`src/design/fcc_pkg.sv`:
```
package fcc_pkg;

  localparam int unsigned ByteW   = 8;
  localparam int unsigned ValW    = 12;
  localparam int unsigned CntW    = 13;
  localparam int unsigned CfgAddrW = 3;
  localparam int unsigned CfgDataW = 13;
  localparam int unsigned OutDataW = 56;
  localparam int unsigned QueueDepth = 2;
  localparam int unsigned MaxEntriesDefault = 4096;

  localparam logic [CntW-1:0] CntMax = {CntW{1'b1}};
  localparam logic [CntW-1:0] FirstIdx = CntW'(2);

  typedef enum logic [CfgAddrW-1:0] {
    RegEntryCount = 3'd0,
    RegFreeCode   = 3'd1,
    RegDamaged    = 3'd2,
    RegEndLow     = 3'd3,
    RegEndHigh    = 3'd4,
    RegUsedLow    = 3'd5,
    RegUsedHigh   = 3'd6
  } fcc_reg_e;

  typedef struct packed {
    logic [CntW-1:0] entry_count;
    logic [ValW-1:0] free_code;
    logic [ValW-1:0] damaged_code;
    logic [ValW-1:0] end_low;
    logic [ValW-1:0] end_high;
    logic [ValW-1:0] used_low;
    logic [ValW-1:0] used_high;
  } fcc_cfg_t;

  // one table byte's class flags on their way to the counters
  typedef struct packed {
    logic last;
    logic used;
    logic free;
    logic damaged;
    logic eoc;
  } fcc_item_t;

  typedef enum logic [1:0] {
    PhFirst  = 2'd0,
    PhMiddle = 2'd1,
    PhThird  = 2'd2,
    PhSpare  = 2'd3
  } fcc_phase_e;

  function automatic logic [CntW-1:0] sat_inc(input logic [CntW-1:0] v, input logic inc);
    logic [CntW-1:0] r;
    r = v;
    if (inc && (v != CntMax)) begin
      r = v + CntW'(1);
    end
    return r;
  endfunction

endpackage

```
`src/design/fat12_cluster_census.sv`:
```
// FAT12 allocation table census. Table bytes stream in on the slave side, one byte a
// cycle with no bubbles while the queue has room; the front unpacks each three-byte
// group into two 12-bit entries and classifies them against the configured codes, a
// two-word queue carries the class flags to the counters, and the byte with tlast set
// yields one result word holding the saturating used, free, damaged and end-of-chain
// counts (entries 0 and 1 and entries from the smaller of entry_count and MAX_ENTRIES
// on are skipped), after which the counts clear. The last byte's flags pass through the
// queue into the output register, which then holds the result. A held result stalls the
// counters only at the next last byte; bytes keep flowing until the queue behind it
// fills. Configuration writes must only be made while no scan is in flight.
module fat12_cluster_census_core
  import fcc_pkg::*;
#(
  parameter int unsigned MAX_ENTRIES = MaxEntriesDefault
) (
  input  logic                clk_i,
  input  logic                rst_ni,
  input  logic                cfg_valid_i,
  output logic                cfg_ready_o,
  input  logic [CfgAddrW-1:0] cfg_addr_i,
  input  logic [CfgDataW-1:0] cfg_data_i,
  input  logic                s_axis_tvalid,
  output logic                s_axis_tready,
  input  logic [ByteW-1:0]    s_axis_tdata,  // table_byte
  input  logic                s_axis_tlast,  // is_last
  output logic                m_axis_tvalid,
  input  logic                m_axis_tready,
  output logic [OutDataW-1:0] m_axis_tdata   // used, free, damaged, end counts; zero pad
);

  fcc_cfg_t  cfg_q;
  fcc_item_t front_item, back_item;
  logic      front_valid, front_ready;
  logic      back_valid, back_ready;

  assign cfg_ready_o = 1'b1;

  always_ff @(posedge clk_i or negedge rst_ni) begin
    if (!rst_ni) begin
      cfg_q.entry_count  <= CntW'(4086);
      cfg_q.free_code    <= ValW'(0);
      cfg_q.damaged_code <= ValW'(4087);
      cfg_q.end_low      <= ValW'(4088);
      cfg_q.end_high     <= ValW'(4095);
      cfg_q.used_low     <= ValW'(2);
      cfg_q.used_high    <= ValW'(4079);
    end else if (cfg_valid_i) begin
      unique case (cfg_addr_i)
        RegEntryCount: cfg_q.entry_count  <= cfg_data_i;
        RegFreeCode:   cfg_q.free_code    <= cfg_data_i[ValW-1:0];
        RegDamaged:    cfg_q.damaged_code <= cfg_data_i[ValW-1:0];
        RegEndLow:     cfg_q.end_low      <= cfg_data_i[ValW-1:0];
        RegEndHigh:    cfg_q.end_high     <= cfg_data_i[ValW-1:0];
        RegUsedLow:    cfg_q.used_low     <= cfg_data_i[ValW-1:0];
        RegUsedHigh:   cfg_q.used_high    <= cfg_data_i[ValW-1:0];
        default: ;
      endcase
    end
  end

  fcc_front #(
    .MAX_ENTRIES(MAX_ENTRIES)
  ) u_front (
    .clk_i       (clk_i),
    .rst_ni      (rst_ni),
    .cfg_i       (cfg_q),
    .in_valid_i  (s_axis_tvalid),
    .in_ready_o  (s_axis_tready),
    .in_byte_i   (s_axis_tdata),
    .in_last_i   (s_axis_tlast),
    .item_valid_o(front_valid),
    .item_ready_i(front_ready),
    .item_o      (front_item)
  );

  fcc_fifo #(
    .WIDTH($bits(fcc_item_t)),
    .DEPTH(QueueDepth)
  ) u_queue (
    .clk_i     (clk_i),
    .rst_ni    (rst_ni),
    .wr_valid_i(front_valid),
    .wr_ready_o(front_ready),
    .wr_data_i (front_item),
    .rd_valid_o(back_valid),
    .rd_ready_i(back_ready),
    .rd_data_o (back_item)
  );

  fcc_back u_back (
    .clk_i       (clk_i),
    .rst_ni      (rst_ni),
    .item_valid_i(back_valid),
    .item_ready_o(back_ready),
    .item_i      (back_item),
    .out_valid_o (m_axis_tvalid),
    .out_ready_i (m_axis_tready),
    .out_data_o  (m_axis_tdata)
  );

endmodule

```
`src/design/fcc_front.sv`:
```
module fcc_front
  import fcc_pkg::*;
#(
  parameter int unsigned MAX_ENTRIES = MaxEntriesDefault
) (
  input  logic             clk_i,
  input  logic             rst_ni,
  input  fcc_cfg_t         cfg_i,
  input  logic             in_valid_i,
  output logic             in_ready_o,
  input  logic [ByteW-1:0] in_byte_i,
  input  logic             in_last_i,
  output logic             item_valid_o,
  input  logic             item_ready_i,
  output fcc_item_t        item_o
);

  localparam logic [CntW-1:0] MaxEntries = CntW'(MAX_ENTRIES);

  fcc_phase_e       phase_q, phase_d;
  logic [ByteW-1:0] first_q, first_d;
  logic [ByteW-1:0] middle_q, middle_d;
  logic [CntW-1:0]  idx_q, idx_d;

  logic            accept;
  logic            present;
  logic [ValW-1:0] value;
  logic [CntW-1:0] limit;
  logic            counted;

  assign accept       = in_valid_i && item_ready_i;
  assign in_ready_o   = item_ready_i;
  assign item_valid_o = in_valid_i;
  assign limit = (cfg_i.entry_count > MaxEntries) ? MaxEntries : cfg_i.entry_count;

  always_comb begin
    present  = 1'b0;
    value    = '0;
    phase_d  = phase_q;
    first_d  = first_q;
    middle_d = middle_q;
    unique case (phase_q)
      PhMiddle: begin
        present  = 1'b1;
        value    = {in_byte_i[3:0], first_q};
        middle_d = in_byte_i;
        phase_d  = PhThird;
      end
      PhThird: begin
        present = 1'b1;
        value   = {in_byte_i, middle_q[7:4]};
        phase_d = PhFirst;
      end
      PhFirst, PhSpare: begin
        first_d = in_byte_i;
        phase_d = PhMiddle;
      end
      default: begin
        phase_d = PhFirst;
      end
    endcase
    idx_d   = sat_inc(idx_q, present);
    counted = present && (idx_q >= FirstIdx) && (idx_q < limit);
    if (in_last_i) begin
      phase_d  = PhFirst;
      first_d  = '0;
      middle_d = '0;
      idx_d    = '0;
    end
  end

  always_comb begin
    item_o.last    = in_last_i;
    item_o.free    = counted && (value == cfg_i.free_code);
    item_o.damaged = counted && (value == cfg_i.damaged_code);
    item_o.eoc     = counted && (value >= cfg_i.end_low) && (value <= cfg_i.end_high);
    item_o.used    = counted && (value >= cfg_i.used_low) && (value <= cfg_i.used_high);
  end

  always_ff @(posedge clk_i or negedge rst_ni) begin
    if (!rst_ni) begin
      phase_q  <= PhFirst;
      first_q  <= '0;
      middle_q <= '0;
      idx_q    <= '0;
    end else if (accept) begin
      phase_q  <= phase_d;
      first_q  <= first_d;
      middle_q <= middle_d;
      idx_q    <= idx_d;
    end
  end

endmodule

```
`src/design/fcc_fifo.sv`:
```
module fcc_fifo
  import fcc_pkg::*;
#(
  parameter int unsigned WIDTH = $bits(fcc_item_t),
  parameter int unsigned DEPTH = QueueDepth
) (
  input  logic             clk_i,
  input  logic             rst_ni,
  input  logic             wr_valid_i,
  output logic             wr_ready_o,
  input  logic [WIDTH-1:0] wr_data_i,
  output logic             rd_valid_o,
  input  logic             rd_ready_i,
  output logic [WIDTH-1:0] rd_data_o
);

  localparam int unsigned PtrW = (DEPTH > 1) ? $clog2(DEPTH) : 1;
  localparam int unsigned CntFW = $clog2(DEPTH + 1);
  localparam logic [CntFW-1:0] Full = CntFW'(DEPTH);
  localparam logic [PtrW-1:0]  Last = PtrW'(DEPTH - 1);

  logic [WIDTH-1:0] mem_q [DEPTH];
  logic [PtrW-1:0]  wptr_q, rptr_q;
  logic [CntFW-1:0] cnt_q;
  logic             push, pop;

  assign wr_ready_o = (cnt_q != Full);
  assign rd_valid_o = (cnt_q != '0);
  assign rd_data_o  = mem_q[rptr_q];
  assign push = wr_valid_i && wr_ready_o;
  assign pop  = rd_valid_o && rd_ready_i;

  always_ff @(posedge clk_i) begin
    if (push) begin
      mem_q[wptr_q] <= wr_data_i;
    end
  end

  always_ff @(posedge clk_i or negedge rst_ni) begin
    if (!rst_ni) begin
      wptr_q <= '0;
      rptr_q <= '0;
      cnt_q  <= '0;
    end else begin
      if (push) begin
        wptr_q <= (wptr_q == Last) ? '0 : wptr_q + PtrW'(1);
      end
      if (pop) begin
        rptr_q <= (rptr_q == Last) ? '0 : rptr_q + PtrW'(1);
      end
      if (push && !pop) begin
        cnt_q <= cnt_q + CntFW'(1);
      end else if (pop && !push) begin
        cnt_q <= cnt_q - CntFW'(1);
      end
    end
  end

endmodule

```
`src/design/fcc_back.sv`:
```
module fcc_back
  import fcc_pkg::*;
(
  input  logic                clk_i,
  input  logic                rst_ni,
  input  logic                item_valid_i,
  output logic                item_ready_o,
  input  fcc_item_t           item_i,
  output logic                out_valid_o,
  input  logic                out_ready_i,
  output logic [OutDataW-1:0] out_data_o
);

  logic [CntW-1:0] used_q, free_q, dmg_q, eoc_q;
  logic [CntW-1:0] used_d, free_d, dmg_d, eoc_d;
  logic            out_valid_q;
  logic [OutDataW-1:0] out_data_q;
  logic            pop;

  // the tallies keep running while a finished result waits; only a last word stalls
  assign item_ready_o = !item_i.last || !out_valid_q || out_ready_i;
  assign pop          = item_valid_i && item_ready_o;
  assign out_valid_o  = out_valid_q;
  assign out_data_o   = out_data_q;

  assign used_d = sat_inc(used_q, item_i.used);
  assign free_d = sat_inc(free_q, item_i.free);
  assign dmg_d  = sat_inc(dmg_q, item_i.damaged);
  assign eoc_d  = sat_inc(eoc_q, item_i.eoc);

  always_ff @(posedge clk_i) begin
    if (pop && item_i.last) begin
      out_data_q <= {(OutDataW - 4 * CntW)'(0), eoc_d, dmg_d, free_d, used_d};
    end
  end

  always_ff @(posedge clk_i or negedge rst_ni) begin
    if (!rst_ni) begin
      used_q      <= '0;
      free_q      <= '0;
      dmg_q       <= '0;
      eoc_q       <= '0;
      out_valid_q <= 1'b0;
    end else begin
      if (pop) begin
        if (item_i.last) begin
          used_q <= '0;
          free_q <= '0;
          dmg_q  <= '0;
          eoc_q  <= '0;
        end else begin
          used_q <= used_d;
          free_q <= free_d;
          dmg_q  <= dmg_d;
          eoc_q  <= eoc_d;
        end
      end
      if (pop && item_i.last) begin
        out_valid_q <= 1'b1;
      end else if (out_ready_i) begin
        out_valid_q <= 1'b0;
      end
    end
  end

endmodule
```
`config.mk`:
```
export PLATFORM = sky130hd
export DESIGN_NAME = fat12_cluster_census_core
export DESIGN_NICKNAME = d
export VERILOG_FILES = /design/src/design/fcc_pkg.sv /design/src/design/fat12_cluster_census.sv /design/src/design/fcc_front.sv /design/src/design/fcc_fifo.sv /design/src/design/fcc_back.sv
export SDC_FILE = /design/constraint.sdc
export NUM_CORES = 1
export LEC_CHECK = 0
export BUFFER_PORTS_ARGS = -buffer_cell sky130_fd_sc_hd__buf_2
export CORE_AREA = 2 2 164 166
export CTS_BUF_LIST = sky130_fd_sc_hd__clkbuf_8
export DETAILED_ROUTE_END_ITERATION = 10
export DIE_AREA = 0 0 166 168
export GPL_TIMING_DRIVEN = 0
export PLACE_DENSITY = 0.73
export SLEW_MARGIN = 20
export SYNTH_ARGS = -nofsm -noshare
export SYNTH_HDL_FRONTEND = slang
export SYNTH_HIERARCHICAL = 1
export SYNTH_SLANG_ARGS = --single-unit
```
`constraint.sdc`:
```
create_clock -name clk_i -period 4.05 [get_ports clk_i]
set_input_delay 0.405 -clock clk_i [delete_from_list [all_inputs] [get_ports clk_i]]
set_output_delay 0.405 -clock clk_i [all_outputs]
set_load 0.02 [all_outputs]
```
==> results.cfg, run 1 <==
[clock_tree]
cts_setup_buffers = 0
cts_buffers = 40
clock-sinks = 231
cts_tree = built
worstSkewPairLatency_ps = 550
clk_pin_slew_ps = 60
root_buffer = clkbuf_8
clockBufferDepth = 3
cts_max_level = 2

[power_and_ir_drop]
power.switching_mw = 3.536
p_sw_share_pct = 37.81
p_per_area_nw_per_um2 = 638.5
leakage_nw = 6.387
ir_worst_vdd_mv = 0.4763
p_int_mw = 5.816
clock_power_share_pct = 25.0
p_seq_share_pct = 38.9
combinationalPowerShare_pct = 36.1

[route]
drt_iter0_markers = 670
via_count = 9392
wl_per_cell_microns = 17.36
routed_wirelength_microns = 28930
drt.antenna.violating_nets = 0
vias_per_cell = 5.634
remaining_drc_errors = 0
dr.pass1.iters = 5

[die]
initial_utilization_pct = 48.71
die_h_microns = 168
die_x_microns = 166
io_pins = 89
dieArea_sq_um = 27890
num_rows = 60
coreArea_sq_um = 26350

[timing]
min_period_over_period_pct = 93.12
finalClockSkew_ps = 27.87
rsz0062_at_grt = false
slew_headroom_pct = 47.95
worst_pin_slew_ps = 777.9
slew_violations = 0
setup_viol = 0
hold_viol = 0
setup_ws_ps = 278.6
max_freq_mhz = 265.2
fin_crit_ps = 3771

[cells_and_area]
fin_nets = 1393
stdcell_area_sq_um = 14650
antenna_cells = 0
syn_to_final_growth_pct = 14.09
fillers = 2264
drive_above_1_share_pct = 26.70

[global_route]
antenna_found_initial = 0
grt_overflow = 0
grt_pass1_wl_microns = 47580
grt_pass1_vias = 9216
grt_usage_pct = 20.72
grt_max_degree = 87

[yosys]
yosysWarnings = 6
yosysMostFrequentCell = dfrtp_1
synthArstFlopShare_pct = 73.16
synth_edf_count = 62
synthAdderAreaFrac_pct = 6.726
synth-compound-area-share_pct = 10.69
muxShareOfSynthArea_pct = 9.406
avgSynthCellArea_sq_um = 11.04
ys_top_cells_by_count = 115 x dfrtp_1, 102 x nand2_1, 69 x ha_1, 69 x o21ai_0, 62 x edfxtp_1
yosys.area.top_type = dfrtp_1
synth_top_area_share_pct = 22.42
ys_ff_latch = 231
synth_area_sq_um = 12840
synth.distinct_cells = 86
synth_xor_area_share_pct = 5.049
synth-simple-area-share_pct = 15.51
seq_area_frac_synth_pct = 47.98
synth_top_family_by_area = simple AND/OR/NAND/NOR gates
synthFlopType = dfrtp_1
synth_cells = 1163
synth_area_leaders = dfrtp_1 22%, edfxtp_1 15%, dfstp_2 11%

[placed_design]
pre_cts_slack_ps = 383.2
place_congestion = 0.8503
dp_hpwl_microns = 20520
io_buffers = 83
placed_cell_area_sq_um = 13750

[worst_setup_path]
critical_path.cell_chain = inv_1, ha_1, clkbuf_1, a22oi_1, nor2_1, inv_1, ha_1, nand2b_1, a21o_1, a211oi_1, nor4_1, o32ai_1, nor3_1
worst_setup_path_start_kind = flop
max_stage_delay_ps = 460
worstPathRequired_ps = 4300
path_class = flop to flop
worstPathArrival_ps = 4020
critPathSlowestCell = o32ai_1
path_max_fanout = 10
endpoint_kind = flop

[status]
status = finished, final reports clean

[job]
drv_cap = 0

[hold_path]
hp-class = input pin to flop
## placed cells by master (no fill, tap or decap), drive strengths merged, types with 5 or more instances in the layout
master	instances
nor4b	6
nand3	38
nor3	23
buf	117
edfxtp	62
and4	11
a22oi	13
a211oi	8
nor4	19
dfstp	54
dfrtp	115
a21o	12
conb	5
mux2	91
clkinv	7
nor2	56
o31ai	16
ha	69
mux2i	7
o311ai	9
a31oi	22
o21ai	70
o211ai	5
nor2b	22
nand4	27
nand3b	8
clkbuf	81
inv	71
or2	7
nand2	103
a21oi	29
and3	14
xor2	39
nand2b	6
xnor2	35
and2	5
## worst paths after layout
kind	startpoint	endpoint	slack (ps)	cells after the start
worst max-delay path	u_front/phase_q[0]$_DFFE_PN0P_	u_queue/mem_q[0][3]$_DFFE_PP_	280	13
worst max register to register	u_front/phase_q[0]$_DFFE_PN0P_	u_queue/mem_q[0][3]$_DFFE_PP_	280	13
min in group asynchronous	rst_ni	u_back/dmg_q[7]$_DFFE_PN0P_	440	2
max in group asynchronous	rst_ni	cfg_q[73]$_DFFE_PN1P_	2660	3
worst min-delay path	m_axis_tready	u_back/out_valid_o$_DFFE_PN0P_	60	2
worst min register to register	u_queue/wptr_q$_DFFE_PN0N_	u_queue/wptr_q$_DFFE_PN0N_	490	1
## routing by layer
metal / GRT usage, % / vias to the layer above / routed length, microns
li1: - / 4483 / -
met1: 27.68 / 4607 / 12890
met2: 35.07 / 252 / 13990
met3: 3.503 / 50 / 1467
met4: 5.709 / 0 / 585
met5: 0 / - / 0
## registers in the layout, indices dropped and copies added, names as in the netlist
name / count
u_back/out_data_o: 52
u_queue/cnt_q: 2
u_queue/mem_q: 10
u_back/eoc_q: 13
u_front/idx_q: 13
u_front/phase_q: 2
u_back/free_q: 13
u_queue/wptr_q: 1
u_queue/rptr_q: 1
u_front/middle_q: 4
u_front/first_q: 8
cfg_q: 85
u_back/out_valid_o: 1
u_back/used_q: 13
u_back/dmg_q: 13
## logic make-up (layout without fill, tap and decap cells)
family,after synthesis,after routing
other cells,2,5
fa+ha+maj,69,69
buf+inv,124,284
simple gates,358,358
xor+xnor,74,74
flops,231,231
mux,98,98
compound gates,207,207
## worst max-delay path: cells and delay by family, from the launching register on
kind | cells | cell delay [ps]
compound gates | 4 | 1100
fa+ha+maj | 2 | 510
buf+inv | 3 | 680
flops | 1 | 380
simple gates | 4 | 790
## layout make-up
| class | instances | area [sq um] | share of cell area (%) |
|---|---|---|---|
| buffer | 66 | 370.4 | 2.529 |
| timing repair buffer | 86 | 483.0 | 3.298 |
| clock inverter | 26 | 227.7 | 1.555 |
| sequential | 231 | 6158 | 42.05 |
| multi-input combinational | 811 | 6101 | 41.66 |
| inverter | 58 | 217.7 | 1.487 |
| tap | 341 | 426.7 | 2.913 |
| clock buffer | 48 | 660.6 | 4.511 |
## power groups by stage
stage	sequential [mW]	combinational, mW	clock (mW)
2_1_floorplan	3.90	2.04	0
3_3_place_gp	3.67	3.22	0
3_5_place_dp	3.68	3.35	0
4_1_cts	3.65	3.37	2.40
5_1_grt	3.73	3.72	2.50
6_report	3.64	3.37	2.34
## per-stage QoR
stage / cells / hold WS [ps] / setup TNS, ps / util [%] / total power, mW
final: 1667 / 60.73 / 0 / 55.58 / 9.352
after global routing: 1667 / 33.34 / 0 / 55.58 / 9.950
after CTS: 1667 / 38.19 / 0 / 55.58 / 9.412
after detailed placement: 1592 / 466.2 / 0 / 52.17 / 7.028
after global placement: 1590 / 475.6 / -17010 / 51.95 / 6.884
after floorplan: 1166 / 109.4 / 0 / - / 5.938
## what timing repair did
item,in CTS,in global routing
gates resized for setup,0,0
endpoints found under the setup margin,0,0
hold endpoints to repair,82,0
hold buffers,1,0
No activity file was read; power rests on OpenSTA's default activity.
==> run 2, diff against run 1 <==
- ABC_CLOCK_PERIOD_IN_PS: not set -> 4050
- CORE_AREA: 2 2 164 166 -> 2 2 143 159
- DIE_AREA: 0 0 166 168 -> 0 0 145 161
- PLACE_DENSITY: 0.73 -> 0.84
==> results.cfg, run 2 (same netlist as run 1, synthesis figures left out) <==
[worst_setup_path]
worstPathArrival_ps = 4060
path_class = flop to flop
worst_setup_path_start_kind = flop
critPathLaunch = u_front/phase_q[1]$_DFFE_PN0P_
endpoint_kind = flop
worstPathRequired_ps = 4350
path_max_fanout = 10
rr_startpoint = u_front/phase_q[1]$_DFFE_PN0P_

[clock_tree]
cts_hold_buf = 1
clockBufferDepth = 3
worstSkewPairLatency_ps = 550
clock-sinks = 231
clk_pin_slew_ps = 70
cts_tree = built
cts_buffers = 38
cts_max_level = 2
cts.repair.resized = 0
cts_setup_buffers = 0
root_buffer = clkbuf_8

[power_and_ir_drop]
p_sw_share_pct = 37.68
ir_worst_vdd_mv = 0.3449
combinationalPowerShare_pct = 36.5
p_int_mw = 5.817
leakage_nw = 6.364
clock_power_share_pct = 24.5
p_seq_share_pct = 39.1
p_per_area_nw_per_um2 = 641.7
power.switching_mw = 3.517

[cells_and_area]
fin_nets = 1391
layout.cells.most_common_list = 115 x dfrtp_1, 102 x nand2_1, 93 x buf_2
fillers = 1584
antenna_cells = 0
regMostFlops = cfg_q
stdcell_area_sq_um = 14550
largest_register_ffs = 85
final_common_cell = dfrtp_1
layout.cells.non_filler = 1617
syn_to_final_growth_pct = 13.33
drive_above_1_share_pct = 26.32

[route]
via_count = 9653
dr.pass1.iters = 6
wl_per_cell_microns = 18.05
vias_per_cell = 5.970
drt.antenna.violating_nets = 0
drt_iter0_markers = 572
routed_wirelength_microns = 29190
remaining_drc_errors = 0

[global_route]
antenna_found_initial = 0
grt_pass1_vias = 9612
grt_pass1_wl_microns = 47570
grt_overflow = 0
grt_usage_pct = 24.96
grt_max_degree = 105

[timing]
rsz0062_at_grt = false
setup_ws_ps = 293.6
worst_pin_slew_ps = 812.8
finalClockSkew_ps = 21.22
slew_headroom_pct = 45.61
hold_viol = 0
fin_crit_ps = 3756
slew_violations = 0
setup_viol = 0
min_period_over_period_pct = 92.75
max_freq_mhz = 266.2

[job]
drv_cap = 0

[hold_path]
min_from = m_axis_tready
hp-class = input pin to flop

[placed_design]
pre_cts_slack_ps = 434.7
dp.cells = 1546
io_buffers = 83
dp_hpwl_microns = 20340
placed_cell_area_sq_um = 13690
place_congestion = 0.9197

[die]
initial_utilization_pct = 59.01
coreArea_sq_um = 21750
die_h_microns = 161
die_x_microns = 145
num_rows = 57
dieArea_sq_um = 23350
io_pins = 89

[status]
status = finished, final reports clean
[run 2: changes by cell type in the layout (fill, tap and decap cells not counted), sizes merged]
cell,delta
inv,-4
clkbuf,-6
clkinv,+6
clkinvlp,-2
bufinv,+2
[run 2: path summary, 6_finish.rpt]
path / end / slack, ps / cells past startpoint
worst max-delay path: u_queue/mem_q[0][3]$_DFFE_PP_ / 290 / 12
worst min-delay path: u_back/out_valid_o$_DFFE_PN0P_ / 90 / 2
worst max register to register: u_queue/mem_q[0][3]$_DFFE_PP_ / 290 / 12
worst min register to register: cfg_q[20]$_DFFE_PN0P_ / 510 / 1
max in group asynchronous: cfg_q[74]$_DFFE_PN1P_ / 2710 / 3
min in group asynchronous: u_back/dmg_q[7]$_DFFE_PN0P_ / 410 / 2
[run 2: cell type report]
cell class	count	area, sq um	share of cell area [%]
Sequential cell	231	6158	42.33
Multi-Input combinational cell	811	6101	41.94
Clock buffer	42	578.1	3.974
Timing Repair Buffer	86	483.0	3.320
Buffer	66	370.4	2.546
Tap cell	295	369.1	2.537
Clock inverter	28	270.3	1.858
Inverter	58	217.7	1.497
[run 2: metal layers]
| metal | vias to the layer above | wire length, microns | global-route usage, % |
|---|---|---|---|
| met3 | 108 | 1714 | 4.181 |
| met4 | 0 | 1322 | 12.74 |
| li1 | 4469 | - | - |
| met1 | 4692 | 11620 | 29.97 |
| met2 | 384 | 14530 | 43.59 |
| met5 | - | 0 | 0 |
[run 2: critical path: stages, from the launching register on]
cell and delay, ps:
dfrtp_1 390, inv_1 80, ha_1 190, clkbuf_1 380, a22oi_1 120, nor2_1 640
ha_1 390, a21o_1 180, nand3_1 70, a21oi_1 70, a2111oi_0 450, o32ai_1 210
nor3_1 340
[run 2: power by group through the flow]
stage	Sequential, mW	Clock, mW	Combinational [mW]
floorplan	3.90	0	2.04
global placement	3.64	0	3.19
detailed placement	3.67	0	3.33
CTS	3.64	2.32	3.37
global route	3.73	2.42	3.69
finish	3.65	2.28	3.41
[run 2: stage by stage]
stage | util, % | setup TNS, ps | hold slack, ps | power (mW)
CTS | 66.88 | 0 | 56.64 | 9.335
finish | 66.88 | 0 | 85.84 | 9.335
detailed placement | 62.93 | 0 | 398.5 | 7.000
floorplan | - | 0 | 109.4 | 5.938
global route | 66.88 | 0 | 84.53 | 9.837
global placement | 62.67 | -8969 | 478.0 | 6.830
==> run 3, diff against run 2 <==
- ABC_AREA: not set -> 1
- CORE_AREA: 2 2 143 159 -> 2 2 160 178
- DIE_AREA: 0 0 145 161 -> 0 0 162 180
- PLACE_DENSITY: 0.84 -> 0.73
- SLEW_MARGIN: 20 -> not set
==> results.cfg, run 3 <==
[timing]
slew_violations = 0
setup_viol = 0
worst_pin_slew_ps = 729.3
slew_headroom_pct = 51.38
min_period_over_period_pct = 75.45
hold_viol = 0
rsz0062_at_grt = false
max_freq_mhz = 327.2
finalClockSkew_ps = 25.88
setup_ws_ps = 994.1
fin_crit_ps = 3056

[yosys]
synth.distinct_cells = 46
seq_area_frac_synth_pct = 45.75
yosysWarnings = 6
synthFlopType = dfrtp_1
ys_top_cells_by_count = 642 x nand2_1, 220 x inv_1, 185 x nand3_1
yosys.area.top_type = dfrtp_1
synth_edf_count = 62
synth_top_area_share_pct = 21.38
avgSynthCellArea_sq_um = 7.817
ys_ff_latch = 231
synth_area_sq_um = 13460
yosysMostFrequentCell = nand2_1
synth_area_leaders = dfrtp_1 21%, nand2_1 18%, edfxtp_1 14%
synth_cells = 1722
synthArstFlopShare_pct = 73.16

[global_route]
grt_usage_pct = 22.27
grt_pass1_wl_microns = 53300
grt_overflow = 0
antenna_found_initial = 1
grt_max_degree = 87
grt_pass1_vias = 11200

[route]
wl_per_cell_microns = 14.00
dr.pass1.iters = 5
via_count = 11320
vias_per_cell = 5.024
drt.antenna.violating_nets = 0
drt_iter0_markers = 649
routed_wirelength_microns = 31530
remaining_drc_errors = 0

[placed_design]
io_buffers = 83
pre_cts_slack_ps = 1103
dp_hpwl_microns = 22830
dp.cells = 2173
place_congestion = 0.8785

[power_and_ir_drop]
total_power_mw = 8.648
power.switching_mw = 3.354
p_seq_share_pct = 39.3
leakage_nw = 7.903
p_per_area_nw_per_um2 = 566.7
p_int_mw = 5.294
p_sw_share_pct = 38.78
ir_worst_vdd_mv = 0.3392
combinationalPowerShare_pct = 35.4
clock_power_share_pct = 25.3

[cells_and_area]
regMostFlops = cfg_q
multiInputGateArea_sq_um = 6083
fin_nets = 1954
final_common_cell = nand2_1
largest_register_ffs = 85
layout.cells.most_common_list = 642 x nand2_1, 234 x inv_1, 185 x nand3_1
syn_to_final_growth_pct = 13.36
layout.cells.non_filler = 2252
fillers = 2562
seqCellArea_sq_um = 6158
drive_above_1_share_pct = 16.84

[worst_setup_path]
worstPathRequired_ps = 4330
path_class = flop to flop
max_stage_delay_ps = 380
worst_setup_path_start_kind = flop
endpoint_kind = flop
critPathSlowestCell = dfrtp_1
path_max_fanout = 10
critical_path.cell_chain = inv_1, ha_1, inv_2, buf_6, o21ai_0, nand2_1, inv_1, ha_1, a21oi_1, nor2_1, nor3b_1, nand4_1, nand2_1, nor2_1
worstPathArrival_ps = 3330

[die]
die_x_microns = 162
num_rows = 64
coreArea_sq_um = 27390
die_h_microns = 180
initial_utilization_pct = 49.15
dieArea_sq_um = 29160
io_pins = 89

[job]
drv_cap = 0

[clock_tree]
cts_tree = built
cts_buffers = 42
clock-sinks = 231
clk_pin_slew_ps = 70
worstSkewPairLatency_ps = 550
root_buffer = clkbuf_8
cts_setup_buffers = 0
clockBufferDepth = 3
cts_max_level = 2

[status]
status = finished, final reports clean

[hold_path]
hp-class = input pin to flop
-- run 3: cell count changes after synthesis, moves of 26 or more --
cell	delta
mux2_4	-30
clkbuf_1	-30
xor2_1	-36
nor2_1	+26
mux2_2	-61
o21ai_0	-44
nand2_1	+540
and2_1	+40
nand3_1	+147
xnor2_1	-33
inv_1	+162
-- run 3: through the flow --
| stage | setup TNS, ps | cell area, sq um | hold slack, ps | util [%] |
|---|---|---|---|---|
| after global routing | 0 | 15260 | 100.4 | 55.72 |
| after floorplan | 0 | 13470 | 109.4 | - |
| after detailed placement | 0 | 14410 | 440.8 | 52.61 |
| final | 0 | 15260 | 122.2 | 55.72 |
| after CTS | 0 | 15260 | 100.4 | 55.71 |
| after global placement | -24030 | 14340 | 450.1 | 52.37 |
-- run 3: worst paths after layout --
check,to,cells past startpoint,from,slack (ps)
max in group asynchronous,cfg_q[39]$_DFFE_PN1P_,3,rst_ni,2720
hold reg to reg,cfg_q[25]$_DFFE_PN1P_,2,cfg_q[25]$_DFFE_PN1P_,460
min in group asynchronous,u_back/eoc_q[4]$_DFFE_PN0P_,2,rst_ni,430
setup / recovery,u_queue/mem_q[0][0]$_DFFE_PP_,14,u_front/phase_q[1]$_DFFE_PN0P_,990
setup reg to reg,u_queue/mem_q[0][0]$_DFFE_PP_,14,u_front/phase_q[1]$_DFFE_PN0P_,990
hold / removal,u_back/out_valid_o$_DFFE_PN0P_,4,m_axis_tready,120
-- run 3: layer usage --
layer	vias up	global-route usage [%]	part of all wire, %
li1	5721	-	-
met1	5213	26.95	42
met2	290	39.22	49
met3	91	3.530	4.6
met4	0	9.381	4.3
met5	-	0	0
-- run 3: what timing repair did --
item	in CTS	in global routing
resized for setup	0	0
hold endpoints to repair	61	0
hold buffers	1	0
-- run 3: layout make-up --
cell class                      instances  area share (%)
Buffer                                 51           2.411
Inverter                              230           5.658
Clock inverter                         27          0.9921
Timing Repair Buffer                   86           3.214
Clock buffer                           50           4.510
Multi-Input combinational cell       1213           39.87
Sequential cell                       231           40.36
Tap cell                              363           2.976
Antenna cell                            1         0.01640
-- run 3: cell families (layout without fill, tap and decap cells) --
group,count (synthesis),count (layout),share of synthesized area [%]
flops,231,231,45.75
fa+ha+maj,69,69,6.413
simple gates,1043,1043,34.32
xor+xnor,6,6,0.4462
other cells,2,6,0.05579
buf+inv,281,444,9.146
compound gates,90,90,3.866
-- run 3: critical path, delay by kind of cell (launching register included) --
kind / cells / cell delay [ps]
adder cells (fa/ha/maj): 2 / 490
flip-flops: 1 / 380
AO/OA/AOI/OAI: 2 / 420
AND/OR/NAND/NOR: 6 / 980
buffers and inverters: 4 / 540
-- run 3: power groups by stage --
| stage | sequential [mW] | combinational, mW | clock (mW) |
|---|---|---|---|
| after global routing | 3.46 | 3.46 | 2.36 |
| after CTS | 3.40 | 3.08 | 2.25 |
| after detailed placement | 3.44 | 3.07 | 0 |
| after floorplan | 3.65 | 1.88 | 0 |
| final | 3.40 | 3.06 | 2.19 |
| after global placement | 3.44 | 2.93 | 0 |
